File: src/spmd_pkg.sv
// Package for the segment pair distance block: widths, word types and codes.
// Shared by spmd_front, spmd_back, spmd_outq and segment_pair_min_distance.
// No dependencies.
package spmd_pkg;

    localparam int COORD_W     = 32;
    localparam int DIST_W      = 33;
    localparam int DIFF_W      = COORD_W + 1;
    localparam int MUL_W       = DIFF_W + 1;
    localparam int PROD_W      = 2 * MUL_W;
    localparam int RF_W        = 2 * COORD_W + 4;
    localparam int NUM_W       = 2 * RF_W;
    localparam int ROOT_W      = NUM_W + 4;
    localparam int ROOT_SH     = 2 * (DIST_W - 1);
    localparam int SQ_HI_SH    = 2 * MUL_W;
    localparam int SQ_MID_SH   = MUL_W + 1;
    localparam int NUM_OPS     = 28;
    localparam int OP_CW       = 5;
    localparam int RF_N        = 14;
    localparam int RF_AW       = 4;
    localparam int CROSS_TOL_W = 32;
    localparam int COORD_TOL_W = 16;
    localparam int ZT_W        = 16;
    localparam int CFG_AW      = 2;
    localparam int CFG_DW      = 32;
    localparam int BIT_CW      = 6;

    localparam logic [DIST_W-1:0] DIST_ONES = {DIST_W{1'b1}};

    // Register indexes of the configuration port.
    localparam logic [CFG_AW-1:0] CFG_CROSS_TOL   = 2'd0;
    localparam logic [CFG_AW-1:0] CFG_COORD_TOL   = 2'd1;
    localparam logic [CFG_AW-1:0] CFG_ZERO_THRESH = 2'd2;

    // Coordinate selectors.
    localparam logic [2:0] CI_AX0 = 3'd0;
    localparam logic [2:0] CI_AY0 = 3'd1;
    localparam logic [2:0] CI_AX1 = 3'd2;
    localparam logic [2:0] CI_AY1 = 3'd3;
    localparam logic [2:0] CI_BX0 = 3'd4;
    localparam logic [2:0] CI_BY0 = 3'd5;
    localparam logic [2:0] CI_BX1 = 3'd6;
    localparam logic [2:0] CI_BY1 = 3'd7;

    // Product register file slots.
    localparam logic [RF_AW-1:0] R_C1  = 4'd0;
    localparam logic [RF_AW-1:0] R_C2  = 4'd1;
    localparam logic [RF_AW-1:0] R_C3  = 4'd2;
    localparam logic [RF_AW-1:0] R_C4  = 4'd3;
    localparam logic [RF_AW-1:0] R_LA  = 4'd4;
    localparam logic [RF_AW-1:0] R_LB  = 4'd5;
    localparam logic [RF_AW-1:0] R_DA0 = 4'd6;
    localparam logic [RF_AW-1:0] R_DA1 = 4'd7;
    localparam logic [RF_AW-1:0] R_DB0 = 4'd8;
    localparam logic [RF_AW-1:0] R_DB1 = 4'd9;
    localparam logic [RF_AW-1:0] R_E00 = 4'd10;
    localparam logic [RF_AW-1:0] R_E01 = 4'd11;
    localparam logic [RF_AW-1:0] R_E10 = 4'd12;
    localparam logic [RF_AW-1:0] R_E11 = 4'd13;

    typedef struct packed {
        logic signed [COORD_W-1:0] seg_a_x0;
        logic signed [COORD_W-1:0] seg_a_y0;
        logic signed [COORD_W-1:0] seg_a_x1;
        logic signed [COORD_W-1:0] seg_a_y1;
        logic signed [COORD_W-1:0] seg_b_x0;
        logic signed [COORD_W-1:0] seg_b_y0;
        logic signed [COORD_W-1:0] seg_b_x1;
        logic signed [COORD_W-1:0] seg_b_y1;
        logic                      last_pair;
    } item_t;

    typedef struct packed {
        logic [DIST_W-1:0] min_distance;
        logic              is_touching;
    } result_t;

    typedef struct packed {
        logic [CROSS_TOL_W-1:0] cross_tol;
        logic [COORD_TOL_W-1:0] coord_tol;
        logic [ZT_W-1:0]        zero_thresh;
    } cfg_t;

    // near[0]: b0 inside box of a, near[1]: b1 in a, near[2]: a0 in b, near[3]: a1 in b
    typedef struct packed {
        item_t      item;
        logic [3:0] near;
    } work_t;

    typedef enum logic [2:0] {
        ACC_LOAD,
        ACC_ADD,
        ACC_SUB,
        ACC_SQ_HI,
        ACC_SQ_MID,
        ACC_SQ_LO
    } acc_t;

    typedef struct packed {
        logic [2:0]       p1;
        logic [2:0]       m1;
        logic [2:0]       p2;
        logic [2:0]       m2;
        acc_t             acc;
        logic [RF_AW-1:0] dst;
    } uop_t;

    typedef enum logic [2:0] {
        BK_IDLE,
        BK_OPS,
        BK_CLASS,
        BK_SEL,
        BK_SQ,
        BK_ROOT,
        BK_FOLD,
        BK_UPD
    } back_state_t;

    // Product pass: each step multiplies (c[p1]-c[m1]) by (c[p2]-c[m2]).
    function automatic uop_t uop_rom(input logic [OP_CW-1:0] idx);
        uop_t u;
        begin
            case (idx)
                5'd0:  u = '{CI_AX1, CI_AX0, CI_BY0, CI_AY0, ACC_LOAD, R_C1};
                5'd1:  u = '{CI_AY1, CI_AY0, CI_BX0, CI_AX0, ACC_SUB,  R_C1};
                5'd2:  u = '{CI_AX1, CI_AX0, CI_BY1, CI_AY0, ACC_LOAD, R_C2};
                5'd3:  u = '{CI_AY1, CI_AY0, CI_BX1, CI_AX0, ACC_SUB,  R_C2};
                5'd4:  u = '{CI_BX1, CI_BX0, CI_AY0, CI_BY0, ACC_LOAD, R_C3};
                5'd5:  u = '{CI_BY1, CI_BY0, CI_AX0, CI_BX0, ACC_SUB,  R_C3};
                5'd6:  u = '{CI_BX1, CI_BX0, CI_AY1, CI_BY0, ACC_LOAD, R_C4};
                5'd7:  u = '{CI_BY1, CI_BY0, CI_AX1, CI_BX0, ACC_SUB,  R_C4};
                5'd8:  u = '{CI_AX1, CI_AX0, CI_AX1, CI_AX0, ACC_LOAD, R_LA};
                5'd9:  u = '{CI_AY1, CI_AY0, CI_AY1, CI_AY0, ACC_ADD,  R_LA};
                5'd10: u = '{CI_BX1, CI_BX0, CI_BX1, CI_BX0, ACC_LOAD, R_LB};
                5'd11: u = '{CI_BY1, CI_BY0, CI_BY1, CI_BY0, ACC_ADD,  R_LB};
                5'd12: u = '{CI_AX0, CI_BX0, CI_BX1, CI_BX0, ACC_LOAD, R_DA0};
                5'd13: u = '{CI_AY0, CI_BY0, CI_BY1, CI_BY0, ACC_ADD,  R_DA0};
                5'd14: u = '{CI_AX1, CI_BX0, CI_BX1, CI_BX0, ACC_LOAD, R_DA1};
                5'd15: u = '{CI_AY1, CI_BY0, CI_BY1, CI_BY0, ACC_ADD,  R_DA1};
                5'd16: u = '{CI_BX0, CI_AX0, CI_AX1, CI_AX0, ACC_LOAD, R_DB0};
                5'd17: u = '{CI_BY0, CI_AY0, CI_AY1, CI_AY0, ACC_ADD,  R_DB0};
                5'd18: u = '{CI_BX1, CI_AX0, CI_AX1, CI_AX0, ACC_LOAD, R_DB1};
                5'd19: u = '{CI_BY1, CI_AY0, CI_AY1, CI_AY0, ACC_ADD,  R_DB1};
                5'd20: u = '{CI_AX0, CI_BX0, CI_AX0, CI_BX0, ACC_LOAD, R_E00};
                5'd21: u = '{CI_AY0, CI_BY0, CI_AY0, CI_BY0, ACC_ADD,  R_E00};
                5'd22: u = '{CI_AX0, CI_BX1, CI_AX0, CI_BX1, ACC_LOAD, R_E01};
                5'd23: u = '{CI_AY0, CI_BY1, CI_AY0, CI_BY1, ACC_ADD,  R_E01};
                5'd24: u = '{CI_AX1, CI_BX0, CI_AX1, CI_BX0, ACC_LOAD, R_E10};
                5'd25: u = '{CI_AY1, CI_BY0, CI_AY1, CI_BY0, ACC_ADD,  R_E10};
                5'd26: u = '{CI_AX1, CI_BX1, CI_AX1, CI_BX1, ACC_LOAD, R_E11};
                5'd27: u = '{CI_AY1, CI_BY1, CI_AY1, CI_BY1, ACC_ADD,  R_E11};
                default: u = '{CI_AX0, CI_AX0, CI_AX0, CI_AX0, ACC_LOAD, R_C1};
            endcase
            return u;
        end
    endfunction

endpackage

File: src/spmd_outq.sv
// Two-entry result queue between the back end and the result port.
// Depends on spmd_pkg.
module spmd_outq (
    input  logic              clk,
    input  logic              rst_n,
    input  spmd_pkg::result_t wr_data,
    input  logic              wr_valid,
    output logic              wr_ready,
    output spmd_pkg::result_t result,
    output logic              empty,
    input  logic              pop
);

    spmd_pkg::result_t ent_reg [2];
    logic              wr_reg, wr_next;
    logic              rd_reg, rd_next;
    logic [1:0]        cnt_reg, cnt_next;
    logic              do_wr, do_rd;

    assign wr_ready = (cnt_reg != 2'd2);
    assign empty    = (cnt_reg == 2'd0);
    assign result   = ent_reg[rd_reg];
    assign do_wr    = wr_valid && wr_ready;
    assign do_rd    = pop && !empty;

    always_comb
    begin
        wr_next  = do_wr ? !wr_reg : wr_reg;
        rd_next  = do_rd ? !rd_reg : rd_reg;
        cnt_next = cnt_reg + {1'b0, do_wr} - {1'b0, do_rd};
    end

    always_ff @(posedge clk or negedge rst_n)
    begin
        if (!rst_n)
        begin
            wr_reg  <= 1'b0;
            rd_reg  <= 1'b0;
            cnt_reg <= 2'd0;
        end
        else
        begin
            wr_reg  <= wr_next;
            rd_reg  <= rd_next;
            cnt_reg <= cnt_next;
        end
    end

    always_ff @(posedge clk)
    begin
        if (do_wr)
        begin
            ent_reg[wr_reg] <= wr_data;
        end
    end

endmodule

File: config.mk
export PLATFORM = sky130hd
export DESIGN_NAME = spmd_outq
export DESIGN_NICKNAME = d
export VERILOG_FILES = /design/src/spmd_pkg.sv /design/src/spmd_outq.sv
export SDC_FILE = /design/constraint.sdc
export NUM_CORES = 1
export LEC_CHECK = 0
export BUFFER_PORTS_ARGS = -buffer_cell sky130_fd_sc_hd__clkbuf_2
export CORE_ASPECT_RATIO = 0.7
export CORE_UTILIZATION = 52
export CTS_CLUSTER_DIAMETER = 30
export DETAILED_ROUTE_END_ITERATION = 12
export PLACE_DENSITY = 0.79
export SLEW_MARGIN = 20
export SYNTH_ARGS = -nofsm -noshare
export SYNTH_HDL_FRONTEND = slang
export SYNTH_SLANG_ARGS = --single-unit
File: constraint.sdc
create_clock -name clk -period 2.7 [get_ports clk]
set_input_delay 0.54 -clock clk [delete_from_list [all_inputs] [get_ports clk]]
set_output_delay 0.54 -clock clk [all_outputs]
set_load 0.01 [all_outputs]
* Word-level counts from Yosys, hierarchy flattened *
Memories as Yosys holds them, arrays and structs flattened.
Index checks and enable logic that the tools add are counted.
Widths: inputs -> output; s select.

word-level totals
  bits in registers = 4
  logic and storage cells = 15
  RAM bits = 68
  input port bits = 38
  output and inout port bits = 36
  memories = 1

cells by class
  reductions and logical operators = 6
  equality and inequality tests = 1
  add/subtract/negate cells = 2
  muxes and demuxes = 2

memories
  memory   depth  bits a word  rd ports  clocked after memory_dff  write ports  line             source
  ent_reg  2      34           1         0                         1            spmd_outq.sv:14  spmd_pkg::result_t ent_reg [2];

operators with widths
  cell                number
  $logic_not 1->1     3
  $add 2x1->2         1
  $logic_and 1x1->1   2
  $logic_not 2->1     1
  $mux 1              2
  $ne 2x2->1 const B  1
  $sub 2x1->2         1

* Depth between registers and ports, before layout *
  depth in word-level cells = 4
  gate-level depth with buffers = 7
  mapped depth without buffers = 7

* Worst setup path after synthesis *
Ideal clock, no wire load.

  path kind = register to register
  from = register cnt_reg[1]
  to = memory ent_reg[0][0] (netlist bit), enable pin
  required time = 2.275 ns
  clock period less this slack = 2.531 ns
  slack = 0.169 ns
  path buffers = 0
  arrival time = 2.106 ns
  stages on the path, launching flop included = 4
  library setup time = 0.425 ns
  cells stage by stage = dfrtp_1 > nand2b_1 > nand2_1 > nor2_1

between the ends
  word-level cells in the longest chain between the ends = 4

RTL lines
  item                          line             source
  start: declaration            spmd_outq.sv:17  logic [1:0] cnt_reg, cnt_next;
  start signal: assignment      spmd_outq.sv:45  cnt_reg <= cnt_next;
  $ne 2x2->1                    spmd_outq.sv:20  assign wr_ready = (cnt_reg != 2'd2);
  net wr_ready                  spmd_outq.sv:8   output logic wr_ready,
  $logic_and 1x1->1             spmd_outq.sv:23  assign do_wr = wr_valid && wr_ready;
  $mux 1                        spmd_outq.sv:51  if (do_wr)
  $mux 1 (not written as such)  spmd_outq.sv:53  ent_reg[wr_reg] <= wr_data;
  end: declaration              spmd_outq.sv:14

The timed path passes the listed nets, and every way through them passes these cells.

==> parameters.txt <==
Parameter                              Value

Status
  Status    finished clean

CTS
  TritonCTS Sinks    72
  Buffer levels on the longest clock path    2
  Clock root buffer    sky130_fd_sc_hd__clkbuf_8
  TritonCTS buffer count    9
  Resized Gates After CTS    0
  Clock-pin slew of the registers on the worst-case setup and hold paths    0.07 ns
  Worst-skew pair later-pin latency    0.34 ns
  Clock tree from TritonCTS    yes
  Level count of the clock H-tree    3

GRT
  First-pass GRT wire length    7.058 mm
  Vias in the first global route    1468
  Number of antenna violations at the first check in global routing    0
  Pin count of the biggest net entering global routing    35
  All-Layer GR Usage    17.44%
  Gr ovfl total    0

Setup path
  Worst R2R Setup Slack    1.04 ns
  Crit path launch type    flip-flop
  Reg-to-Reg End    ent_reg[1][14]$_DFFE_PP_
  Critical register-to-register path startpoint    cnt_reg[0]$_DFF_PN0_
  Category of the worst setup path capture point    output port
  CP Data Arrival Time    1.78 ns
  Cell with the largest stage delay on the worst path    sky130_fd_sc_hd__dfrtp_2
  Origin of the worst setup path    rd_reg$_DFFE_PN0P_
  Critical Path Stages    3
  Crit path cell chain    buf_4 > mux2_4 > clkbuf_2
  Req. time, crit path    2.16 ns
  Length in cells of the worst reg-to-reg path    2
  Critical Path Max Stage Delay    0.70 ns
  Buffers & Inverters on Critical Path    2
  End of the critical path    result[8]
  Family with the most delay on the worst path    flip-flops
  WS Path Type    flip-flop to output port
  Largest fanout on the critical path    18

Timing
  Min Hold Slack    0.3877 ns
  Final hold violations    0
  Crit path time final    2.322 ns
  Max frequency    430.6 MHz
  Aggregate negative setup slack    0 ns
  Setup violators final    0
  Unrepaired setup endpoints after global routing    false
  Max Slew Vio Count    0
  Period utilization    86.01%
  Measured slew at the worst slew-check pin    0.7911 ns
  Worst slew slack as a fraction of its limit    47.26%
  Post-Route Skew    0.007293 ns

Finish
  Max FFs per register    68
  Area occupied by registers    0.002143 mm2
  Highest-count cells in the layout ignoring fill and taps    sky130_fd_sc_hd__clkbuf_2, sky130_fd_sc_hd__edfxtp_1, sky130_fd_sc_hd__mux2_4
  Final core occ    70.07%
  Net count reported at finish    247
  N_diodes    0
  Leading cell type in the layout, fill and taps excluded    sky130_fd_sc_hd__clkbuf_2
  Area added between synthesis and finish    24.21%
  Multi-input gate area in the final layout    593.1 um2
  Fill cell count    321
  Fraction of layout instances using a drive strength above 1    60.85%

Synth
  Synthesized Nets    163
  Proportion of synthesized chip area in sequential cells    76.46%
  Total number of yosys warnings    0
  Number of distinct standard cells referenced by the synthesized netlist    15
  Cell area after technology mapping    0.002801 mm2
  Number of storage elements in the synthesis netlist    72
  Synthesized area per cell    22.78 um2
  Number of instances in the synthesized netlist    123

Detailed routing
  Post-detailed-route wirelength per cell    15.99 um
  DRT Wirelength    4.494 mm
  Remaining antenna violation count    0
  Mean number of vias per cell    4.865
  Via total after detailed routing    1367
  First DRT Iteration DRCs    42
  Residual DRC    0
  1st-pass router iterations    4

Flow run
  Number of maximum-capacitance constraint violations    0

Hold path
  Classification of the worst-slack hold path    primary input to flip-flop

Power
  Total power divided by cell area    1118 mW/mm2
  Max IR drop VDD    0.5483 mV
  Static leakage power    1.429 nW

Floorplanning
  Effective utilization at floorplan    56.41%
  Floorplan die height    63.41 um
  Die area    0.005690 mm2
  IO Count    74
  Total core area    0.004966 mm2
  Die outline width    89.73 um
  Number of standard-cell rows in the floorplan    21

Place
  Weighted congestion reported at the end of routability-driven placement    0.7177
  Port Buf Inserts    73
  Hpwl dp    2.995 mm
## synthesized netlist by cell type
cell / n / area (um2)
sky130_fd_sc_hd__nand2b_1: 1 / 6.260
sky130_fd_sc_hd__buf_6: 1 / 11.26
sky130_fd_sc_hd__xnor2_1: 3 / 26.28
sky130_fd_sc_hd__nor2b_2: 1 / 8.760
sky130_fd_sc_hd__buf_12: 3 / 60.06
sky130_fd_sc_hd__nand2_1: 1 / 3.750
sky130_fd_sc_hd__and3_1: 1 / 6.260
sky130_fd_sc_hd__dfrtp_1: 4 / 100.1
sky130_fd_sc_hd__xor2_1: 1 / 8.760
sky130_fd_sc_hd__mux2_2: 5 / 56.30
sky130_fd_sc_hd__inv_1: 1 / 3.750
sky130_fd_sc_hd__mux2_4: 29 / 435.4
sky130_fd_sc_hd__edfxtp_1: 68 / 2042
sky130_fd_sc_hd__ha_1: 2 / 25.02
sky130_fd_sc_hd__nor2_1: 2 / 7.510
## routing by layer
layer	track usage (%)	share of wire [%]	vias up
li1	-	-	647
met1	21.37	44	655
met2	28.17	49	61
met3	6.763	5.9	4
met4	6.762	0.98	0
met5	0	0	-
## per-stage QoR
step           instance area [um2]  power, mW  worst slack (ns)  instances
2_1_floorplan                 2801      2.573            0.1692        123
3_3_place_gp                  3227      2.868            0.7530        264
3_5_place_dp                  3227      2.923            0.7128        264
4_1_cts                       3480      3.929            0.3420        281
5_1_grt                       3480      4.072            0.2602        281
6_report                      3480      3.889            0.3778        281
## worst min-delay path by stage
stage / start / to / slack, ns / cells after the start
global placement: rst_n / cnt_reg[0]$_DFF_PN0_ / 0.35 / 1
finish: wr_data[5] / ent_reg[1][5]$_DFFE_PP_ / 0.39 / 1
global route: wr_data[2] / ent_reg[0][2]$_DFFE_PP_ / 0.36 / 1
detailed placement: rst_n / cnt_reg[1]$_DFF_PN0_ / 0.36 / 1
floorplan: rst_n / cnt_reg[0]$_DFF_PN0_ / 0.24 / 0
CTS: wr_data[5] / ent_reg[1][5]$_DFFE_PP_ / 0.37 / 1
## timing repair
item / CTS / global route
buffers inserted: 0 / 0
hold buffers: 1 / 0
hold endpoints to repair: 4 / 0
## logic make-up (layout without fill, tap and decap cells)
logic type | Yosys count | count (layout) | share of synthesized area (%)
buffers and inverters | 5 | 94 | 2.680
DFF | 72 | 72 | 76.46
and+or+nand+nor | 6 | 6 | 1.162
xor gates and xnor gates | 4 | 4 | 1.251
adders and majority gates | 2 | 2 | 0.8931
muxes | 34 | 34 | 17.55
## power breakdown
part	switching (mW)	internal, mW
clock	0.391	0.615
combinational	0.565	0.637
sequential	0.146	1.54
## final cells by class
class                      instances  area share, %
multi-input combinational         46          17.04
clock buffer                       9          3.560
clock inverter                     7          3.416
timing repair buffer              77          11.79
tap                               69          2.481
inverter                           1         0.1079
sequential                        72          61.60
No activity file was read; power rests on OpenSTA's default activity.
