--- src/spmd_pkg.sv ---
// Package for the segment pair distance block: widths, word types and codes.
// Shared by spmd_front, spmd_back, spmd_outq and segment_pair_min_distance.
// No dependencies.
package spmd_pkg;

    localparam int COORD_W     = 32;
    localparam int DIST_W      = 33;
    localparam int DIFF_W      = COORD_W + 1;
    localparam int MUL_W       = DIFF_W + 1;
    localparam int PROD_W      = 2 * MUL_W;
    localparam int RF_W        = 2 * COORD_W + 4;
    localparam int NUM_W       = 2 * RF_W;
    localparam int ROOT_W      = NUM_W + 4;
    localparam int ROOT_SH     = 2 * (DIST_W - 1);
    localparam int SQ_HI_SH    = 2 * MUL_W;
    localparam int SQ_MID_SH   = MUL_W + 1;
    localparam int NUM_OPS     = 28;
    localparam int OP_CW       = 5;
    localparam int RF_N        = 14;
    localparam int RF_AW       = 4;
    localparam int CROSS_TOL_W = 32;
    localparam int COORD_TOL_W = 16;
    localparam int ZT_W        = 16;
    localparam int CFG_AW      = 2;
    localparam int CFG_DW      = 32;
    localparam int BIT_CW      = 6;

    localparam logic [DIST_W-1:0] DIST_ONES = {DIST_W{1'b1}};

    // Register indexes of the configuration port.
    localparam logic [CFG_AW-1:0] CFG_CROSS_TOL   = 2'd0;
    localparam logic [CFG_AW-1:0] CFG_COORD_TOL   = 2'd1;
    localparam logic [CFG_AW-1:0] CFG_ZERO_THRESH = 2'd2;

    // Coordinate selectors.
    localparam logic [2:0] CI_AX0 = 3'd0;
    localparam logic [2:0] CI_AY0 = 3'd1;
    localparam logic [2:0] CI_AX1 = 3'd2;
    localparam logic [2:0] CI_AY1 = 3'd3;
    localparam logic [2:0] CI_BX0 = 3'd4;
    localparam logic [2:0] CI_BY0 = 3'd5;
    localparam logic [2:0] CI_BX1 = 3'd6;
    localparam logic [2:0] CI_BY1 = 3'd7;

    // Product register file slots.
    localparam logic [RF_AW-1:0] R_C1  = 4'd0;
    localparam logic [RF_AW-1:0] R_C2  = 4'd1;
    localparam logic [RF_AW-1:0] R_C3  = 4'd2;
    localparam logic [RF_AW-1:0] R_C4  = 4'd3;
    localparam logic [RF_AW-1:0] R_LA  = 4'd4;
    localparam logic [RF_AW-1:0] R_LB  = 4'd5;
    localparam logic [RF_AW-1:0] R_DA0 = 4'd6;
    localparam logic [RF_AW-1:0] R_DA1 = 4'd7;
    localparam logic [RF_AW-1:0] R_DB0 = 4'd8;
    localparam logic [RF_AW-1:0] R_DB1 = 4'd9;
    localparam logic [RF_AW-1:0] R_E00 = 4'd10;
    localparam logic [RF_AW-1:0] R_E01 = 4'd11;
    localparam logic [RF_AW-1:0] R_E10 = 4'd12;
    localparam logic [RF_AW-1:0] R_E11 = 4'd13;

    typedef struct packed {
        logic signed [COORD_W-1:0] seg_a_x0;
        logic signed [COORD_W-1:0] seg_a_y0;
        logic signed [COORD_W-1:0] seg_a_x1;
        logic signed [COORD_W-1:0] seg_a_y1;
        logic signed [COORD_W-1:0] seg_b_x0;
        logic signed [COORD_W-1:0] seg_b_y0;
        logic signed [COORD_W-1:0] seg_b_x1;
        logic signed [COORD_W-1:0] seg_b_y1;
        logic                      last_pair;
    } item_t;

    typedef struct packed {
        logic [DIST_W-1:0] min_distance;
        logic              is_touching;
    } result_t;

    typedef struct packed {
        logic [CROSS_TOL_W-1:0] cross_tol;
        logic [COORD_TOL_W-1:0] coord_tol;
        logic [ZT_W-1:0]        zero_thresh;
    } cfg_t;

    // near[0]: b0 inside box of a, near[1]: b1 in a, near[2]: a0 in b, near[3]: a1 in b
    typedef struct packed {
        item_t      item;
        logic [3:0] near;
    } work_t;

    typedef enum logic [2:0] {
        ACC_LOAD,
        ACC_ADD,
        ACC_SUB,
        ACC_SQ_HI,
        ACC_SQ_MID,
        ACC_SQ_LO
    } acc_t;

    typedef struct packed {
        logic [2:0]       p1;
        logic [2:0]       m1;
        logic [2:0]       p2;
        logic [2:0]       m2;
        acc_t             acc;
        logic [RF_AW-1:0] dst;
    } uop_t;

    typedef enum logic [2:0] {
        BK_IDLE,
        BK_OPS,
        BK_CLASS,
        BK_SEL,
        BK_SQ,
        BK_ROOT,
        BK_FOLD,
        BK_UPD
    } back_state_t;

    // Product pass: each step multiplies (c[p1]-c[m1]) by (c[p2]-c[m2]).
    function automatic uop_t uop_rom(input logic [OP_CW-1:0] idx);
        uop_t u;
        begin
            case (idx)
                5'd0:  u = '{CI_AX1, CI_AX0, CI_BY0, CI_AY0, ACC_LOAD, R_C1};
                5'd1:  u = '{CI_AY1, CI_AY0, CI_BX0, CI_AX0, ACC_SUB,  R_C1};
                5'd2:  u = '{CI_AX1, CI_AX0, CI_BY1, CI_AY0, ACC_LOAD, R_C2};
                5'd3:  u = '{CI_AY1, CI_AY0, CI_BX1, CI_AX0, ACC_SUB,  R_C2};
                5'd4:  u = '{CI_BX1, CI_BX0, CI_AY0, CI_BY0, ACC_LOAD, R_C3};
                5'd5:  u = '{CI_BY1, CI_BY0, CI_AX0, CI_BX0, ACC_SUB,  R_C3};
                5'd6:  u = '{CI_BX1, CI_BX0, CI_AY1, CI_BY0, ACC_LOAD, R_C4};
                5'd7:  u = '{CI_BY1, CI_BY0, CI_AX1, CI_BX0, ACC_SUB,  R_C4};
                5'd8:  u = '{CI_AX1, CI_AX0, CI_AX1, CI_AX0, ACC_LOAD, R_LA};
                5'd9:  u = '{CI_AY1, CI_AY0, CI_AY1, CI_AY0, ACC_ADD,  R_LA};
                5'd10: u = '{CI_BX1, CI_BX0, CI_BX1, CI_BX0, ACC_LOAD, R_LB};
                5'd11: u = '{CI_BY1, CI_BY0, CI_BY1, CI_BY0, ACC_ADD,  R_LB};
                5'd12: u = '{CI_AX0, CI_BX0, CI_BX1, CI_BX0, ACC_LOAD, R_DA0};
                5'd13: u = '{CI_AY0, CI_BY0, CI_BY1, CI_BY0, ACC_ADD,  R_DA0};
                5'd14: u = '{CI_AX1, CI_BX0, CI_BX1, CI_BX0, ACC_LOAD, R_DA1};
                5'd15: u = '{CI_AY1, CI_BY0, CI_BY1, CI_BY0, ACC_ADD,  R_DA1};
                5'd16: u = '{CI_BX0, CI_AX0, CI_AX1, CI_AX0, ACC_LOAD, R_DB0};
                5'd17: u = '{CI_BY0, CI_AY0, CI_AY1, CI_AY0, ACC_ADD,  R_DB0};
                5'd18: u = '{CI_BX1, CI_AX0, CI_AX1, CI_AX0, ACC_LOAD, R_DB1};
                5'd19: u = '{CI_BY1, CI_AY0, CI_AY1, CI_AY0, ACC_ADD,  R_DB1};
                5'd20: u = '{CI_AX0, CI_BX0, CI_AX0, CI_BX0, ACC_LOAD, R_E00};
                5'd21: u = '{CI_AY0, CI_BY0, CI_AY0, CI_BY0, ACC_ADD,  R_E00};
                5'd22: u = '{CI_AX0, CI_BX1, CI_AX0, CI_BX1, ACC_LOAD, R_E01};
                5'd23: u = '{CI_AY0, CI_BY1, CI_AY0, CI_BY1, ACC_ADD,  R_E01};
                5'd24: u = '{CI_AX1, CI_BX0, CI_AX1, CI_BX0, ACC_LOAD, R_E10};
                5'd25: u = '{CI_AY1, CI_BY0, CI_AY1, CI_BY0, ACC_ADD,  R_E10};
                5'd26: u = '{CI_AX1, CI_BX1, CI_AX1, CI_BX1, ACC_LOAD, R_E11};
                5'd27: u = '{CI_AY1, CI_BY1, CI_AY1, CI_BY1, ACC_ADD,  R_E11};
                default: u = '{CI_AX0, CI_AX0, CI_AX0, CI_AX0, ACC_LOAD, R_C1};
            endcase
            return u;
        end
    endfunction

endpackage

--- src/spmd_front.sv ---
// Front end: takes input words, runs the on-segment box checks, queues work.
// Depends on spmd_pkg.
module spmd_front (
    input  logic                            clk,
    input  logic                            rst_n,
    input  spmd_pkg::item_t                 item,
    input  logic                            push,
    output logic                            full,
    input  logic [spmd_pkg::COORD_TOL_W-1:0] coord_tol,
    output spmd_pkg::work_t                 wk,
    output logic                            wk_valid,
    input  logic                            wk_take
);

    spmd_pkg::work_t ent_reg [2];
    spmd_pkg::work_t wr_word;
    logic            wr_reg, wr_next;
    logic            rd_reg, rd_next;
    logic [1:0]      cnt_reg, cnt_next;
    logic            do_push;

    // Point inside the segment's bounding box widened by the slack.
    function automatic logic in_box(
        input logic signed [spmd_pkg::COORD_W-1:0] v,
        input logic signed [spmd_pkg::COORD_W-1:0] a,
        input logic signed [spmd_pkg::COORD_W-1:0] b,
        input logic [spmd_pkg::COORD_TOL_W-1:0]    t
    );
        logic signed [spmd_pkg::COORD_W+1:0] ve, ae, be, lo, hi, te;
        begin
            ve = (spmd_pkg::COORD_W+2)'(v);
            ae = (spmd_pkg::COORD_W+2)'(a);
            be = (spmd_pkg::COORD_W+2)'(b);
            te = $signed({{(spmd_pkg::COORD_W+2-spmd_pkg::COORD_TOL_W){1'b0}}, t});
            lo = (ae < be) ? ae : be;
            hi = (ae < be) ? be : ae;
            return (ve >= lo - te) && (ve <= hi + te);
        end
    endfunction

    always_comb
    begin
        wr_word.item    = item;
        wr_word.near[0] = in_box(item.seg_b_x0, item.seg_a_x0, item.seg_a_x1, coord_tol)
                       && in_box(item.seg_b_y0, item.seg_a_y0, item.seg_a_y1, coord_tol);
        wr_word.near[1] = in_box(item.seg_b_x1, item.seg_a_x0, item.seg_a_x1, coord_tol)
                       && in_box(item.seg_b_y1, item.seg_a_y0, item.seg_a_y1, coord_tol);
        wr_word.near[2] = in_box(item.seg_a_x0, item.seg_b_x0, item.seg_b_x1, coord_tol)
                       && in_box(item.seg_a_y0, item.seg_b_y0, item.seg_b_y1, coord_tol);
        wr_word.near[3] = in_box(item.seg_a_x1, item.seg_b_x0, item.seg_b_x1, coord_tol)
                       && in_box(item.seg_a_y1, item.seg_b_y0, item.seg_b_y1, coord_tol);
    end

    assign full     = (cnt_reg == 2'd2);
    assign wk_valid = (cnt_reg != 2'd0);
    assign wk       = ent_reg[rd_reg];
    assign do_push  = push && !full;

    always_comb
    begin
        wr_next  = do_push ? !wr_reg : wr_reg;
        rd_next  = wk_take ? !rd_reg : rd_reg;
        cnt_next = cnt_reg + {1'b0, do_push} - {1'b0, wk_take};
    end

    always_ff @(posedge clk or negedge rst_n)
    begin
        if (!rst_n)
        begin
            wr_reg  <= 1'b0;
            rd_reg  <= 1'b0;
            cnt_reg <= 2'd0;
        end
        else
        begin
            wr_reg  <= wr_next;
            rd_reg  <= rd_next;
            cnt_reg <= cnt_next;
        end
    end

    always_ff @(posedge clk)
    begin
        if (do_push)
        begin
            ent_reg[wr_reg] <= wr_word;
        end
    end

endmodule

--- config.mk ---
export PLATFORM = sky130hd
export DESIGN_NAME = spmd_front
export DESIGN_NICKNAME = d
export VERILOG_FILES = /design/src/spmd_pkg.sv /design/src/spmd_front.sv
export SDC_FILE = /design/constraint.sdc
export NUM_CORES = 2
export LEC_CHECK = 0
export BUFFER_PORTS_ARGS = -buffer_cell sky130_fd_sc_hd__buf_2
export CAP_MARGIN = 40
export CORE_ASPECT_RATIO = 1.1
export CORE_MARGIN = 3
export CORE_UTILIZATION = 51
export DETAILED_ROUTE_END_ITERATION = 12
export GPL_TIMING_DRIVEN = 1
export PLACE_DENSITY = 0.71
export SYNTH_ARGS = -nofsm -noshare
export SYNTH_HDL_FRONTEND = slang
export SYNTH_SLANG_ARGS = --single-unit
--- constraint.sdc ---
create_clock -name clk -period 30.5 [get_ports clk]
set_input_delay 1.525 -clock clk [delete_from_list [all_inputs] [get_ports clk]]
set_output_delay 1.525 -clock clk [all_outputs]
set_load 0.1 [all_outputs]
Yosys cells after proc, flatten, opt, wreduce, memory -nomap -nowiden. Memory sizes are Yosys's and may differ from the RTL's. Cells that the tools add are included. Widths: inputs -> output; s select.

$add $sub $neg: 10. Magnitude comparators: 20. Equal/unequal tests: 1. Multiplexer cells: 10. Reductions and logical operators: 17.

Operator list (number): $ge 32x34->1 (8); $le 32x34->1 (8); $mux 34 (8); $add 34x17->34 (4); $sub 34x17->34 (4); $lt 32x32->1 (4); $logic_and 1x1->1 (13); $logic_not 1->1 (3); $add 2x1->2 (1); $eq 2x2->1 const B (1); $mux 1 (2); $reduce_bool 2->1 (1); $sub 2x1->2 (1).

Flip-flop bits (word level): 4. Bits in writable memories: 522. Input bits: 277. Output and inout bits: 263. Logic and storage cells: 62. Memories kept: 1.

Memories: ent_reg (depth 2, bits a word 261, rd ports 1, clocked after memory_dff 0, write ports 1, line spmd_front.sv:15) `spmd_pkg::work_t ent_reg [2];`.

Logic depth before layout (Yosys ltp).
Depth after elaboration: 6. Mapped depth: 44. Gate-level depth less buffers: 37.

Worst setup path after synthesis. No wires, ideal clock.

Path type: input -> register. Start point: in push. End point: mem ent_reg[0][0] (netlist bit), enable pin. Setup time: 0.887 ns. Data arrival time: 12.429 ns. Data required time: 29.613 ns. Setup slack: 17.184 ns. Cell stages on the path: 2. Path buffers: 0. Path through: nand2_1 -> nor2_1.

Cells in the longest elaborated chain, start to end: 3.

Ends and longest elaborated chain: from (decl) (line spmd_front.sv:7) `input logic push,`; $logic_and 1x1->1 (line spmd_front.sv:57) `assign do_push = push && !full;`; $mux 1 (line spmd_front.sv:84) `if (do_push)`; $mux 1 (not written as such) (line spmd_front.sv:86) `ent_reg[wr_reg] <= wr_word;`; to (decl) (line spmd_front.sv:15).

Every way passes these cells.

==> impl_metrics.ini <==
[floorplanning]
num_io_pins = 540
die_h_um = 322.7
start_util = 0.5171
die_area_sq_mm = 0.09484
core_sq_mm = 0.08993
fp-row-count = 115
die_x_um = 293.9

[cts]
cts_setup_buffers = 0
numCtsBuffers = 53
clkLatencyLatePin_ns = 0.63
htree_num_levels = 2
cts_resized = 0
clk_pin_slew_ns = 0.06
cts_sinks = 526
cts_tree = yes
holdBufCountCts = 0
cts_root_buf = clkbuf_16
cts_buffer_depth = 3

[synthesis]
synth_edf_count = 522
async_reset_ff_frac = 0.007605
synth_fa_ha_area_frac = 0.2134
ys_dominant_reg_cell = edfxtp_1
netlist_instances = 4573
seq_area_frac_synth = 0.3393
ys_top_cells_by_count = ha_1 (766), edfxtp_1 (522), a21oi_1 (313)
synth_top_area_cell = edfxtp_1
netlist.area_leader.share = 0.3371
ys_types = 103
synth_top_family_by_area = adder cells
ys_seq_elements = 526
synth.area.top_cells = edfxtp_1 (34%), ha_1 (21%), mux2_2 (7.5%), a21oi_1 (3.4%), xnor2_1 (3.2%)
synth_nets = 5624
yosysMostFrequentCell = ha_1
yosysWarnings = 0
synth_compound_area_frac = 0.1462
netlist_area_sq_mm = 0.04650
synth.area.mux_share = 0.09017
syn_area_per_cell_sq_um = 10.17
synth-xor-area-share = 0.05454
synth-simple-area-share = 0.1275

[timing]
rsz0062_at_grt = false
finalHoldViolCount = 0
fmax_ghz = 0.09475
worst_pin_slew_ns = 0.9627
timing.final.ws_setup_ns = 19.95
fin_skew_ns = 0.03217
post-route-period-util = 0.3460
layout_min_cycle_time_ns = 10.55
setup_tns_ns = 0
setup-violations-final = 0
slew_headroom = 0.3523
slew_violations = 0
holdWs_ns = 0.5300

[global_route]
grt_pass1_vias = 38080
grt_pass1_wl_um = 227900
antenna_found_initial = 12
overflow = 0
grt_max_degree = 78
track_usage = 0.3150

[worst_setup_path]
cp-end-kind = flop
cpMostUsedCell = nor2_1
max_stage_delay_ns = 0.68
cp_data_required_time_ns = 30.84
start_kind = primary input
slowest_stage = nor4_2
arrival_ns = 10.89
path_buf_inv = 4
critPathTopFamily = simple AND/OR/NAND/NOR gates
path_class = in2reg
cp_max_fo = 77

[place]
dp_hpwl_um = 124100
place.port_buffers = 539
routabilityCongestion = 0.9939
dp_slack_ns = 19.41
place_inst = 6190

[job]
maxCapViolations = 0

[cells_and_area]
layout.nets = 6126
largest_reg_flops = 522
multi_input_area_sq_mm = 0.02940
regArea_sq_mm = 0.01578
n_fill_cell = 7728
final_cells = 6294
drive_above_1_share = 0.1989
area.growth.synth_to_final_pct = 12.20

[power_and_ir_drop]
power_w = 0.004465
leakage_nw = 22.72
p_per_area_mw_per_mm2 = 85.59
max-vdd-ir-drop_mv = 0.1114

[routing]
drtIter0Drc = 2943
drc = 0
vias_per_cell = 6.175
num_vias = 38860
drtPass1Iterations = 6
routedWlPerCell_um = 24.50
drt-total-wl_um = 154200
ant_nets = 0

[run_status]
status = finished clean

[hold_path]
hp-class = reg2reg
-- worst register-to-register path: stages (launching register included) --
cell	delay, ns
dfrtp_1	0.41
nand2b_1	0.13
and3_4	0.54
buf_4	0.54
buf_4	0.30
buf_16	0.30
-- power breakdown --
group | internal (W) | total (W) | leakage [nW] | switching, W
registers | 0.000988 | 0.00103 | 4.89 | 0.0000405
clock network | 0.000360 | 0.000636 | 0.809 | 0.000276
logic | 0.000708 | 0.00280 | 17.0 | 0.00209
-- per-stage QoR --
step,util,area (sq um)
6_report,0.5801,52170
5_1_grt,0.5800,52160
4_1_cts,0.5800,52160
3_5_place_dp,0.5614,50490
3_3_place_gp,0.5598,50340
2_1_floorplan,-,46500
-- routing by layer --
layer	up-vias	global-route usage	wire [um]
met5	-	0	48
met4	8	0.1747	9559
met3	356	0.04551	11190
met2	1544	0.5305	72130
met1	18650	0.3894	61250
li1	18310	-	-
-- layout by cell type, fill, tap and decap left out, types with 64 or more instances in the layout --
cell type,synthesis,final
xnor2_1,168,168
ha_1,766,766
xor2_1,116,116
nand3_1,100,100
buf_2,26,540
inv_1,217,217
nor2_1,245,244
edfxtp_1,522,522
a21o_1,185,185
mux2_2,310,310
nand4_1,133,133
o21ai_0,275,275
nand2_1,272,272
nor2b_1,76,76
nor3_1,78,78
a21oi_1,313,313
mux2i_1,64,64
-- worst paths after layout --
| path | startpoint | end | slack, ns | cells past startpoint |
|---|---|---|---|---|
| worst min register to register | cnt_reg[0]$_DFF_PN0_ | cnt_reg[0]$_DFF_PN0_ | 0.53 | 1 |
| worst max-delay path | item[148] | ent_reg[1][1]$_DFFE_PP_ | 19.95 | 36 |
| worst max register to register | cnt_reg[1]$_DFF_PN0_ | ent_reg[1][14]$_DFFE_PP_ | 27.88 | 5 |
| worst min-delay path | cnt_reg[0]$_DFF_PN0_ | cnt_reg[0]$_DFF_PN0_ | 0.53 | 1 |
| min in group asynchronous | rst_n | cnt_reg[0]$_DFF_PN0_ | 0.69 | 1 |
| max in group asynchronous | rst_n | rd_reg$_DFFE_PN0P_ | 29.67 | 1 |
-- cell type report --
class | instances | area share
inverter | 220 | 0.01583
clock inverter | 27 | 0.004940
timing repair buffer | 569 | 0.05789
tap | 1170 | 0.02806
multi-input combinational | 3705 | 0.5635
antenna | 7 | 0.0003357
sequential | 526 | 0.3024
clock buffer | 70 | 0.02705
-- kinds of logic after synthesis --
kind of cell               after synthesis
muxes                                  378
and+or+nand+nor                       1166
adders and majority gates              791
DFF                                    526
AOI/OAI and AO/OA                     1083
buffers and inverters                  342
xor gates and xnor gates               287
(Power assumes the default switching activity.)
